### config.mk
export PLATFORM = sky130hd
export DESIGN_NAME = scalar_kalman_smoother_unit
export DESIGN_NICKNAME = d
export VERILOG_FILES = /design/src/design/sks_pkg.sv /design/src/design/scalar_kalman_smoother_unit.sv
export VERILOG_INCLUDE_DIRS = /design/src /design/src/design
export SDC_FILE = /design/constraint.sdc
export NUM_CORES = 2
export LEC_CHECK = 0
export ABC_AREA = 1
export BUFFER_PORTS_ARGS = -buffer_cell sky130_fd_sc_hd__buf_2
export CELL_PAD_IN_SITES_DETAIL_PLACEMENT = 0
export CELL_PAD_IN_SITES_GLOBAL_PLACEMENT = 1
export CORE_MARGIN = 4
export CORE_UTILIZATION = 45
export DETAILED_ROUTE_END_ITERATION = 8
export PLACE_DENSITY = 0.83
export SLEW_MARGIN = 20
export SYNTH_ARGS = -nofsm -noshare
export SYNTH_HDL_FRONTEND = slang
export SYNTH_SLANG_ARGS = --single-unit
### constraint.sdc
create_clock -name i_clk -period 8.04 [get_ports i_clk]
set_input_delay 1.608 -clock i_clk [delete_from_list [all_inputs] [get_ports i_clk]]
set_output_delay 1.608 -clock i_clk [all_outputs]
set_load 0.01 [all_outputs]
### src/design/scalar_kalman_smoother_unit_defines.svh
// Assertion macros for the scalar Kalman smoother unit.
`ifndef SCALAR_KALMAN_SMOOTHER_UNIT_DEFINES_SVH
`define SCALAR_KALMAN_SMOOTHER_UNIT_DEFINES_SVH

// Check that cons holds in the same cycle as ante (clocked on i_clk, off in reset).
`define SKS_ASSERT_SAME(label, ante, cons, msg) \
    label: assert property (@(posedge i_clk) disable iff (!i_rst_n) (ante) |-> (cons)) \
        else $error(msg);

// Check that cons holds in the cycle after ante.
`define SKS_ASSERT_NEXT(label, ante, cons, msg) \
    label: assert property (@(posedge i_clk) disable iff (!i_rst_n) (ante) |=> (cons)) \
        else $error(msg);

`endif

### src/design/sks_pkg.sv
// Package of the scalar Kalman smoother: widths, register map, microcode ROM.
package sks_pkg;

    // Sample width and derived widths
    localparam int SAMPLE_BITS = 16;
    localparam int TGT_W       = SAMPLE_BITS + 16;
    localparam int MAG_W       = (TGT_W > 32) ? TGT_W : 32;

    // Gain fraction bits and divider counter
    localparam int K_FRAC   = 32;
    localparam int CNT_W    = $clog2(K_FRAC);
    localparam logic [CNT_W-1:0] DIV_LAST = CNT_W'(K_FRAC - 1);

    localparam logic [31:0] MAX32 = 32'hFFFF_FFFF;

    // Configuration register map
    localparam int CFG_IDX_W = 3;
    localparam logic [CFG_IDX_W-1:0] REG_PROCESS_NOISE      = 3'd0;
    localparam logic [CFG_IDX_W-1:0] REG_MEASURE_NOISE      = 3'd1;
    localparam logic [CFG_IDX_W-1:0] REG_INITIAL_ESTIMATE   = 3'd2;
    localparam logic [CFG_IDX_W-1:0] REG_INITIAL_COVARIANCE = 3'd3;
    localparam logic [CFG_IDX_W-1:0] REG_WARMUP_COUNT       = 3'd4;

    // Register reset values
    localparam logic [31:0] Q_RESET  = 32'd537;
    localparam logic [31:0] R_RESET  = 32'd53687091;
    localparam logic [31:0] E0_RESET = 32'd72089600;
    localparam logic [31:0] P0_RESET = 32'd1073741824;
    localparam logic [7:0]  W_RESET  = 8'd0;

    // Step addresses of the program
    localparam int PC_W = 4;
    typedef logic [PC_W-1:0] t_pc;
    localparam t_pc PC_IDLE  = 4'd0;
    localparam t_pc PC_CHECK = 4'd1;
    localparam t_pc PC_DEN   = 4'd2;
    localparam t_pc PC_DIV   = 4'd3;
    localparam t_pc PC_MUL1  = 4'd4;
    localparam t_pc PC_COV   = 4'd5;
    localparam t_pc PC_ACC   = 4'd6;
    localparam t_pc PC_EST   = 4'd7;
    localparam t_pc PC_EMIT  = 4'd8;

    // Datapath operations
    typedef logic [3:0] t_op;
    localparam t_op OP_NOP   = 4'd0;
    localparam t_op OP_IDLE  = 4'd1;
    localparam t_op OP_CHECK = 4'd2;
    localparam t_op OP_DEN   = 4'd3;
    localparam t_op OP_DIV   = 4'd4;
    localparam t_op OP_COV   = 4'd5;
    localparam t_op OP_ACC   = 4'd6;
    localparam t_op OP_EST   = 4'd7;
    localparam t_op OP_EMIT  = 4'd8;

    // Multiplier operand selection
    typedef logic [1:0] t_mul;
    localparam t_mul MUL_NONE = 2'd0;
    localparam t_mul MUL_COV  = 2'd1;
    localparam t_mul MUL_LO   = 2'd2;
    localparam t_mul MUL_HI   = 2'd3;

    // Sequencing conditions
    typedef logic [2:0] t_jmp;
    localparam t_jmp JMP_NEXT     = 3'd0;
    localparam t_jmp JMP_ALWAYS   = 3'd1;
    localparam t_jmp JMP_HOLD_IN  = 3'd2;
    localparam t_jmp JMP_WARM     = 3'd3;
    localparam t_jmp JMP_DENZ     = 3'd4;
    localparam t_jmp JMP_LOOP     = 3'd5;
    localparam t_jmp JMP_HOLD_OUT = 3'd6;

    typedef struct packed {
        t_op  op;
        t_mul mul;
        t_jmp jmp;
        t_pc  tgt;
    } t_uword;

    // Microcode ROM: one control word per step
    function automatic t_uword ucode(input t_pc pc);
        t_uword w;
        case (pc)
            PC_IDLE:  w = '{op: OP_IDLE,  mul: MUL_NONE, jmp: JMP_HOLD_IN,  tgt: PC_CHECK};
            PC_CHECK: w = '{op: OP_CHECK, mul: MUL_NONE, jmp: JMP_WARM,     tgt: PC_EMIT};
            PC_DEN:   w = '{op: OP_DEN,   mul: MUL_NONE, jmp: JMP_DENZ,     tgt: PC_MUL1};
            PC_DIV:   w = '{op: OP_DIV,   mul: MUL_NONE, jmp: JMP_LOOP,     tgt: PC_DIV};
            PC_MUL1:  w = '{op: OP_NOP,   mul: MUL_COV,  jmp: JMP_NEXT,     tgt: PC_IDLE};
            PC_COV:   w = '{op: OP_COV,   mul: MUL_LO,   jmp: JMP_NEXT,     tgt: PC_IDLE};
            PC_ACC:   w = '{op: OP_ACC,   mul: MUL_HI,   jmp: JMP_NEXT,     tgt: PC_IDLE};
            PC_EST:   w = '{op: OP_EST,   mul: MUL_NONE, jmp: JMP_NEXT,     tgt: PC_IDLE};
            PC_EMIT:  w = '{op: OP_EMIT,  mul: MUL_NONE, jmp: JMP_HOLD_OUT, tgt: PC_IDLE};
            default:  w = '{op: OP_NOP,   mul: MUL_NONE, jmp: JMP_ALWAYS,   tgt: PC_IDLE};
        endcase
        return w;
    endfunction

endpackage

### src/design/scalar_kalman_smoother_unit.sv
// Scalar Kalman smoother: microcoded sequencer over a divider and one 32x32 multiplier.
//
//   channel  direction  handshake                 payload
//   in       input      i_in_valid / o_in_stall   i_sample, i_restart
//   out      output     o_out_valid / i_out_stall o_estimate, o_warming
//   cfg      input      i_cfg_we                  i_cfg_index, i_cfg_data
//
// Filtered item, from accept to accept: warm-up check, divisor, 32 divider steps,
// three multiplier steps, estimate update, output load, idle step; a zero
// divisor skips the divider; a warm-up item goes from the check to the output load.
// Reset is synchronous and loads the register defaults and the initial state.
// A stalled output holds the sequencer at its last step; the next item is taken
// while a result waits.
`include "scalar_kalman_smoother_unit_defines.svh"

module scalar_kalman_smoother_unit
    import sks_pkg::*;
(
    input  logic                   i_clk,
    input  logic                   i_rst_n,
    input  logic                   i_in_valid,
    output logic                   o_in_stall,
    input  logic [SAMPLE_BITS-1:0] i_sample,
    input  logic                   i_restart,
    output logic                   o_out_valid,
    input  logic                   i_out_stall,
    output logic [31:0]            o_estimate,
    output logic                   o_warming,
    input  logic                   i_cfg_we,
    input  logic [CFG_IDX_W-1:0]   i_cfg_index,
    input  logic [31:0]            i_cfg_data
);

    // Configuration registers
    logic [31:0] r_q, r_r, r_e0, r_p0;
    logic [7:0]  r_warmup;

    // Filter state
    logic [31:0] r_est, n_est;
    logic [31:0] r_cov, n_cov;
    logic [7:0]  r_seen, n_seen;

    // Sequencer
    t_pc    r_pc, n_pc;
    t_uword uw;

    // Datapath registers
    logic [MAG_W-1:0] r_tgt, n_tgt;
    logic [MAG_W-1:0] r_mag, n_mag;
    logic [MAG_W-1:0] r_acc, n_acc;
    logic [31:0]      r_pp, n_pp;
    logic [32:0]      r_den, n_den;
    logic [32:0]      r_rem, n_rem;
    logic [31:0]      r_quo, n_quo;
    logic             r_kint, n_kint;
    logic [CNT_W-1:0] r_cnt, n_cnt;
    logic             r_warm, n_warm;
    logic [63:0]      r_prod;

    // Output register
    logic        r_ovalid;
    logic [31:0] r_oest;
    logic        r_owarm;

    // Combinational helpers
    logic             in_acc, out_acc, out_free;
    logic             warm_now, den_zero, k_zero, up;
    logic [32:0]      pp_sum, den_sum;
    logic [33:0]      rem2;
    logic             ge;
    logic [MAG_W-1:0] est_ext, step;
    logic [MAG_W:0]   up_sum;
    logic [31:0]      tgt_sat, mul_a, mul_b, mag_hi;
    logic [32:0]      one_minus_k;

    assign uw       = ucode(r_pc);
    assign in_acc   = i_in_valid && (uw.op == OP_IDLE);
    assign out_acc  = r_ovalid && !i_out_stall;
    assign out_free = !r_ovalid || !i_out_stall;

    assign o_in_stall  = (uw.op != OP_IDLE);
    assign o_out_valid = r_ovalid;
    assign o_estimate  = r_oest;
    assign o_warming   = r_owarm;

    // Shared arithmetic terms
    assign warm_now    = (r_seen < r_warmup);
    assign pp_sum      = {1'b0, r_cov} + {1'b0, r_q};
    assign den_sum     = {1'b0, r_pp} + {1'b0, r_r};
    assign den_zero    = (den_sum == 33'd0);
    assign k_zero      = !r_kint && (r_quo == 32'd0);
    assign rem2        = {r_rem, 1'b0};
    assign ge          = (rem2 >= {1'b0, r_den});
    assign est_ext     = MAG_W'(r_est);
    assign up          = (r_tgt >= est_ext);
    assign tgt_sat     = (r_tgt > MAG_W'(MAX32)) ? MAX32 : r_tgt[31:0];
    assign step        = r_kint ? r_mag : (r_acc + MAG_W'(r_prod));
    assign up_sum      = {1'b0, est_ext} + {1'b0, step};
    assign one_minus_k = 33'h1_0000_0000 - {r_kint, r_quo};
    assign mag_hi      = 32'(r_mag >> 32);

    // Select multiplier operands
    always_comb begin
        case (uw.mul)
            MUL_COV: begin
                mul_a = one_minus_k[31:0];
                mul_b = r_pp;
            end
            MUL_LO: begin
                mul_a = r_mag[31:0];
                mul_b = r_quo;
            end
            MUL_HI: begin
                mul_a = mag_hi;
                mul_b = r_quo;
            end
            default: begin
                mul_a = 32'd0;
                mul_b = 32'd0;
            end
        endcase
    end

    // Sequence the program
    always_comb begin
        case (uw.jmp)
            JMP_NEXT:     n_pc = r_pc + 1'b1;
            JMP_ALWAYS:   n_pc = uw.tgt;
            JMP_HOLD_IN:  n_pc = in_acc ? uw.tgt : r_pc;
            JMP_WARM:     n_pc = warm_now ? uw.tgt : r_pc + 1'b1;
            JMP_DENZ:     n_pc = den_zero ? uw.tgt : r_pc + 1'b1;
            JMP_LOOP:     n_pc = (r_cnt != DIV_LAST) ? uw.tgt : r_pc + 1'b1;
            JMP_HOLD_OUT: n_pc = out_free ? uw.tgt : r_pc;
            default:      n_pc = PC_IDLE;
        endcase
    end

    // Execute the datapath operation of the current step
    always_comb begin
        n_est  = r_est;
        n_cov  = r_cov;
        n_seen = r_seen;
        n_tgt  = r_tgt;
        n_mag  = r_mag;
        n_acc  = r_acc;
        n_pp   = r_pp;
        n_den  = r_den;
        n_rem  = r_rem;
        n_quo  = r_quo;
        n_kint = r_kint;
        n_cnt  = r_cnt;
        n_warm = r_warm;
        case (uw.op)
            OP_IDLE: begin
                // take the sample, reload initial state on restart
                if (in_acc) begin
                    n_tgt = MAG_W'(i_sample) << 16;
                    if (i_restart) begin
                        n_est  = r_e0;
                        n_cov  = r_p0;
                        n_seen = 8'd0;
                    end
                end
            end
            OP_CHECK: begin
                if (warm_now) begin
                    // pass the sample through
                    n_est  = tgt_sat;
                    n_seen = r_seen + 8'd1;
                    n_warm = 1'b1;
                end else begin
                    // predict covariance, form the error magnitude
                    n_warm = 1'b0;
                    n_pp   = pp_sum[32] ? MAX32 : pp_sum[31:0];
                    n_mag  = up ? (r_tgt - est_ext) : (est_ext - r_tgt);
                end
            end
            OP_DEN: begin
                // seed the divider with the integer part of the gain
                n_den = den_sum;
                n_cnt = '0;
                n_quo = 32'd0;
                if (den_zero) begin
                    n_kint = 1'b0;
                    n_rem  = 33'd0;
                end else if ({1'b0, r_pp} >= den_sum) begin
                    n_kint = 1'b1;
                    n_rem  = {1'b0, r_pp} - den_sum;
                end else begin
                    n_kint = 1'b0;
                    n_rem  = {1'b0, r_pp};
                end
            end
            OP_DIV: begin
                // one restoring division step per cycle
                n_rem = ge ? 33'(rem2 - {1'b0, r_den}) : rem2[32:0];
                n_quo = {r_quo[30:0], ge};
                n_cnt = r_cnt + 1'b1;
            end
            OP_COV: begin
                n_cov = k_zero ? r_pp : r_prod[63:32];
            end
            OP_ACC: begin
                n_acc = MAG_W'(r_prod[63:32]);
            end
            OP_EST: begin
                // move the estimate toward the sample
                if (up) begin
                    n_est = (up_sum > (MAG_W+1)'(MAX32)) ? MAX32 : up_sum[31:0];
                end else begin
                    n_est = r_est - step[31:0];
                end
            end
            default: begin
            end
        endcase
    end

    // Configuration registers, filter state, sequencer and output valid
    always_ff @(posedge i_clk) begin
        if (!i_rst_n) begin
            r_q      <= Q_RESET;
            r_r      <= R_RESET;
            r_e0     <= E0_RESET;
            r_p0     <= P0_RESET;
            r_warmup <= W_RESET;
            r_est    <= E0_RESET;
            r_cov    <= P0_RESET;
            r_seen   <= 8'd0;
            r_pc     <= PC_IDLE;
            r_ovalid <= 1'b0;
        end else begin
            if (i_cfg_we) begin
                case (i_cfg_index)
                    REG_PROCESS_NOISE:      r_q      <= i_cfg_data;
                    REG_MEASURE_NOISE:      r_r      <= i_cfg_data;
                    REG_INITIAL_ESTIMATE:   r_e0     <= i_cfg_data;
                    REG_INITIAL_COVARIANCE: r_p0     <= i_cfg_data;
                    REG_WARMUP_COUNT:       r_warmup <= i_cfg_data[7:0];
                    default: begin
                    end
                endcase
            end
            r_est  <= n_est;
            r_cov  <= n_cov;
            r_seen <= n_seen;
            r_pc   <= n_pc;
            // load the output register when free, drop it when taken
            if (uw.op == OP_EMIT && out_free) begin
                r_ovalid <= 1'b1;
            end else if (out_acc) begin
                r_ovalid <= 1'b0;
            end
        end
    end

    // Datapath and output payload
    always_ff @(posedge i_clk) begin
        r_tgt  <= n_tgt;
        r_mag  <= n_mag;
        r_acc  <= n_acc;
        r_pp   <= n_pp;
        r_den  <= n_den;
        r_rem  <= n_rem;
        r_quo  <= n_quo;
        r_kint <= n_kint;
        r_cnt  <= n_cnt;
        r_warm <= n_warm;
        if (uw.mul != MUL_NONE) begin
            r_prod <= 64'(mul_a) * 64'(mul_b);
        end
        if (uw.op == OP_EMIT && out_free) begin
            r_oest  <= r_est;
            r_owarm <= r_warm;
        end
    end

    // Sequencer checks
    `SKS_ASSERT_NEXT(a_accept_starts, in_acc, r_pc == PC_CHECK, "accepted item did not start")
    `SKS_ASSERT_SAME(a_div_full, (r_pc == PC_DIV) && (n_pc != PC_DIV), r_cnt == DIV_LAST,
        "divider left early")
    `SKS_ASSERT_SAME(a_gain_bound, r_pc == PC_MUL1, !r_kint || (r_quo == 32'd0),
        "gain above one")
    `SKS_ASSERT_NEXT(a_emit_holds, (r_pc == PC_EMIT) && !out_free,
        (r_pc == PC_EMIT) && r_ovalid, "result left while output stalled")

endmodule

==> metrics.json <==
{
  "synthesis": {
    "syn_avg_cell_area_um2": 7.86,
    "mappedNetlistArea_um2": 69300,
    "synthesis.instances": 8808,
    "synth_async_sr_flop_share_pct": 0,
    "dominantRegCellSynth": "sky130_fd_sc_hd__edfxtp_1",
    "count_of_warnings_emitted_by_yosys": 0,
    "synth-seq-area-share_pct": 20.1,
    "synth.net_count": 10300,
    "ys_seq_elements": 540,
    "synth_edf_count": 314,
    "synth.lib_cells_used.distinct": 67
  },
  "final_layout": {
    "reg_top3": "r_prod x64, r_den x33, r_rem x33",
    "finish.instance_area_um2": 83400,
    "largest_register_ffs": 64,
    "instances_no_fill": 11600,
    "max_flop_register": "r_prod",
    "fin_util_pct": 54.7,
    "most_used_cells_in_the_layout_excluding_fill_and_tap_cells": "sky130_fd_sc_hd__inv_1, sky130_fd_sc_hd__nand2_1, sky130_fd_sc_hd__nor2_1",
    "nets": 11000,
    "flow.area_growth_from_synthesis_pct": 20.4,
    "drive_gt1_share_pct": 16.9,
    "most_common_cell_after_layout_fill_and_taps_aside": "sky130_fd_sc_hd__inv_1"
  },
  "clock_network": {
    "cts_tree": "done",
    "count_of_hold_fix_buffers_inserted_at_cts": 0,
    "htreeDepth": 2,
    "clk_transition_reported_paths_ns": 0.08,
    "cts_made_buffers": 61,
    "ctsLongestPathBuffers": 3,
    "clock-sinks": 540,
    "clock_latency_ns": 0.72,
    "root_buffer": "sky130_fd_sc_hd__clkbuf_16"
  },
  "global_route": {
    "grt_start_max_net_pins": 89,
    "grt_antenna_before_repair": 16,
    "grt_pass1_vias": 63900,
    "grtUsageTotal_pct": 33.0,
    "overflow": 0,
    "grt_first_pass_wirelength_um": 401000
  },
  "critical_path": {
    "critPathMaxFanout": 7,
    "r2r_cells": 44,
    "critPathArrivalTime_ns": 9.40,
    "critical_path.slowest_cell": "sky130_fd_sc_hd__fa_1",
    "critPathCaptureType": "register",
    "timing.critical_path.required_ns": 8.44,
    "ff2ff_setup_slack_ns": -0.97,
    "criticalPathCategory": "register to register",
    "reg2reg_from": "r_quo[1]$_SDFFCE_PN0P_",
    "max_stage_delay_ns": 0.60,
    "crit_path_frequent_cell": "sky130_fd_sc_hd__fa_1",
    "startpoint": "r_quo[1]$_SDFFCE_PN0P_",
    "critical_path.startpoint_type": "register",
    "r2r_end": "r_prod[60]$_DFFE_PP_"
  },
  "placement": {
    "preCtsSetupSlack_ns": -1.21,
    "placed_cells": 11400,
    "dp_hpwl_um": 225000,
    "placement.cell_area_um2": 78200,
    "io_buffers": 91,
    "globalplace.congestion": 1.01
  },
  "power_and_ir_drop": {
    "pwr-share-seq_pct": 30.9,
    "netSwitchingFraction_pct": 43.9,
    "vdd_drop_max_uv": 161,
    "switching_power_mw": 5.47,
    "power_frac_clock_pct": 24.0,
    "leakagePower_nw": 40.5,
    "p_comb_share_pct": 45.1,
    "powerDensity_nw_per_um2": 150,
    "internal_power_mw": 7.00,
    "total_power_mw": 12.5
  },
  "sta": {
    "report.final.hold_viol_count": 0,
    "period_needed_ns": 9.01,
    "maxClockFrequency_mhz": 111,
    "tns_ns": -32.61,
    "final-setup-viol-count": 44,
    "slew_violations": 0,
    "timing.final.crit_share_pct": 112,
    "max_slew_margin_pct": 25.6,
    "tightestPinTransition_ns": 1.11,
    "fin_worst_hold_slack_ns": 0.432,
    "finalWorstSetupSlack_ns": -0.969,
    "timing.clock.skew_ns": 0.0785,
    "rsz_0062_raised_after_global_routing": "yes"
  },
  "worst_hold_path": {
    "hold_path.startpoint": "r_warm$_DFFE_PP_",
    "hold-path-endpoint": "o_warming$_DFFE_PP_",
    "worstHoldPathCells": 0,
    "hp-class": "register to register"
  },
  "run_status": {
    "failed_checks": "setup timing",
    "outcome": "finished, violations left"
  },
  "die": {
    "io_pins": 92,
    "placeableCoreArea_um2": 152000,
    "die_width_um": 400,
    "placement_rows": 143,
    "initial_utilization_pct": 45.4,
    "die_height_um": 400,
    "fp.dieArea_um2": 160000
  },
  "drt": {
    "vias": 63400,
    "drc": 0,
    "antenna_violating_nets_post_route": 0,
    "drt-wirelength-per-cell_um": 23.4,
    "drt_iter0_markers": 5786,
    "wl_um": 271000,
    "drt_first_pass_iters": 6,
    "detail_route.vias_per_cell": 5.47
  },
  "flow_run": {
    "timing.max_cap.violations": 0
  }
}
## critical path: cells and delay by family (launching register included)
kind,cells,cell delay (ns)
adders and majority gates,10,4.49
and+or+nand+nor,16,1.56
buffers and inverters,11,1.17
AOI/OAI and AO/OA,6,0.92
DFF,1,0.44
xor gates and xnor gates,1,0.15
## area by class of cell
class	count	area, um^2
Timing Repair Buffer	953	8330
Clock buffer	88	1840
Inverter	1693	6380
Sequential cell	540	14000
Clock inverter	27	299
Antenna cell	5	12.5
Tap cell	2030	2540
Fill cell	14400	69100
Multi-Input combinational cell	6260	50000
## synth_stat cells, types with 80 or more instances
master                        n  area (um^2)
sky130_fd_sc_hd__nand3_1    287         1440
sky130_fd_sc_hd__xor2_1     135         1180
sky130_fd_sc_hd__nor2_1    1218         4570
sky130_fd_sc_hd__a21oi_1    566         2830
sky130_fd_sc_hd__edfxtp_1   314         9430
sky130_fd_sc_hd__nand2_1   1518         5700
sky130_fd_sc_hd__dfxtp_1    226         4520
sky130_fd_sc_hd__clkbuf_1   250          938
sky130_fd_sc_hd__inv_1     1657         6220
sky130_fd_sc_hd__o21ai_0    466         2330
sky130_fd_sc_hd__xnor2_1     80          701
sky130_fd_sc_hd__ha_1       537         6720
sky130_fd_sc_hd__fa_1       904        18100
## cells by family after synthesis
| family | after synthesis | synth area share (%) |
|---|---|---|
| XOR/XNOR | 216 | 2.74 |
| buffers and inverters | 2008 | 11.0 |
| adder cells (fa/ha/maj) | 1441 | 35.8 |
| multiplexers | 8 | 0.130 |
| flip-flops | 540 | 20.1 |
| AO/OA/AOI/OAI | 1349 | 10.9 |
| AND/OR/NAND/NOR | 3246 | 19.2 |
## worst max path at each step
stage / to / slack [ns] / depth (start not counted)
2_1_floorplan: r_prod[60]$_DFFE_PP_ / -0.19 / 45
3_3_place_gp: r_prod[39]$_DFFE_PP_ / -1.17 / 42
3_5_place_dp: r_prod[39]$_DFFE_PP_ / -1.21 / 42
4_1_cts: r_prod[58]$_DFFE_PP_ / -0.81 / 48
5_1_grt: r_prod[63]$_DFFE_PP_ / -1.26 / 42
6_report: r_prod[60]$_DFFE_PP_ / -0.97 / 44
## repair_timing
action,in CTS,in global routing
resized for setup,287,281
buffers inserted,41,43
cloned,1,3
setup endpoints to repair,46,48
pin swaps,77,141
## power by group through the flow
stage	registers [mW]	logic (mW)	clock network [mW]
2_1_floorplan	3.76	3.80	0
3_3_place_gp	3.89	5.41	0
3_5_place_dp	3.90	5.44	0
4_1_cts	3.84	5.50	3.02
5_1_grt	3.88	6.22	3.15
6_report	3.85	5.62	3.00
## routing by layer
metal / up-vias / share of wire, % / GRT usage [%]
met2: 2643 / 45 / 52.6
li1: 29000 / - / -
met4: 8 / 5.6 / 15.1
met5: - / 0.035 / 0
met1: 31200 / 40 / 43.1
met3: 653 / 9.2 / 7.33
No activity file was read; power rests on OpenSTA's default activity.
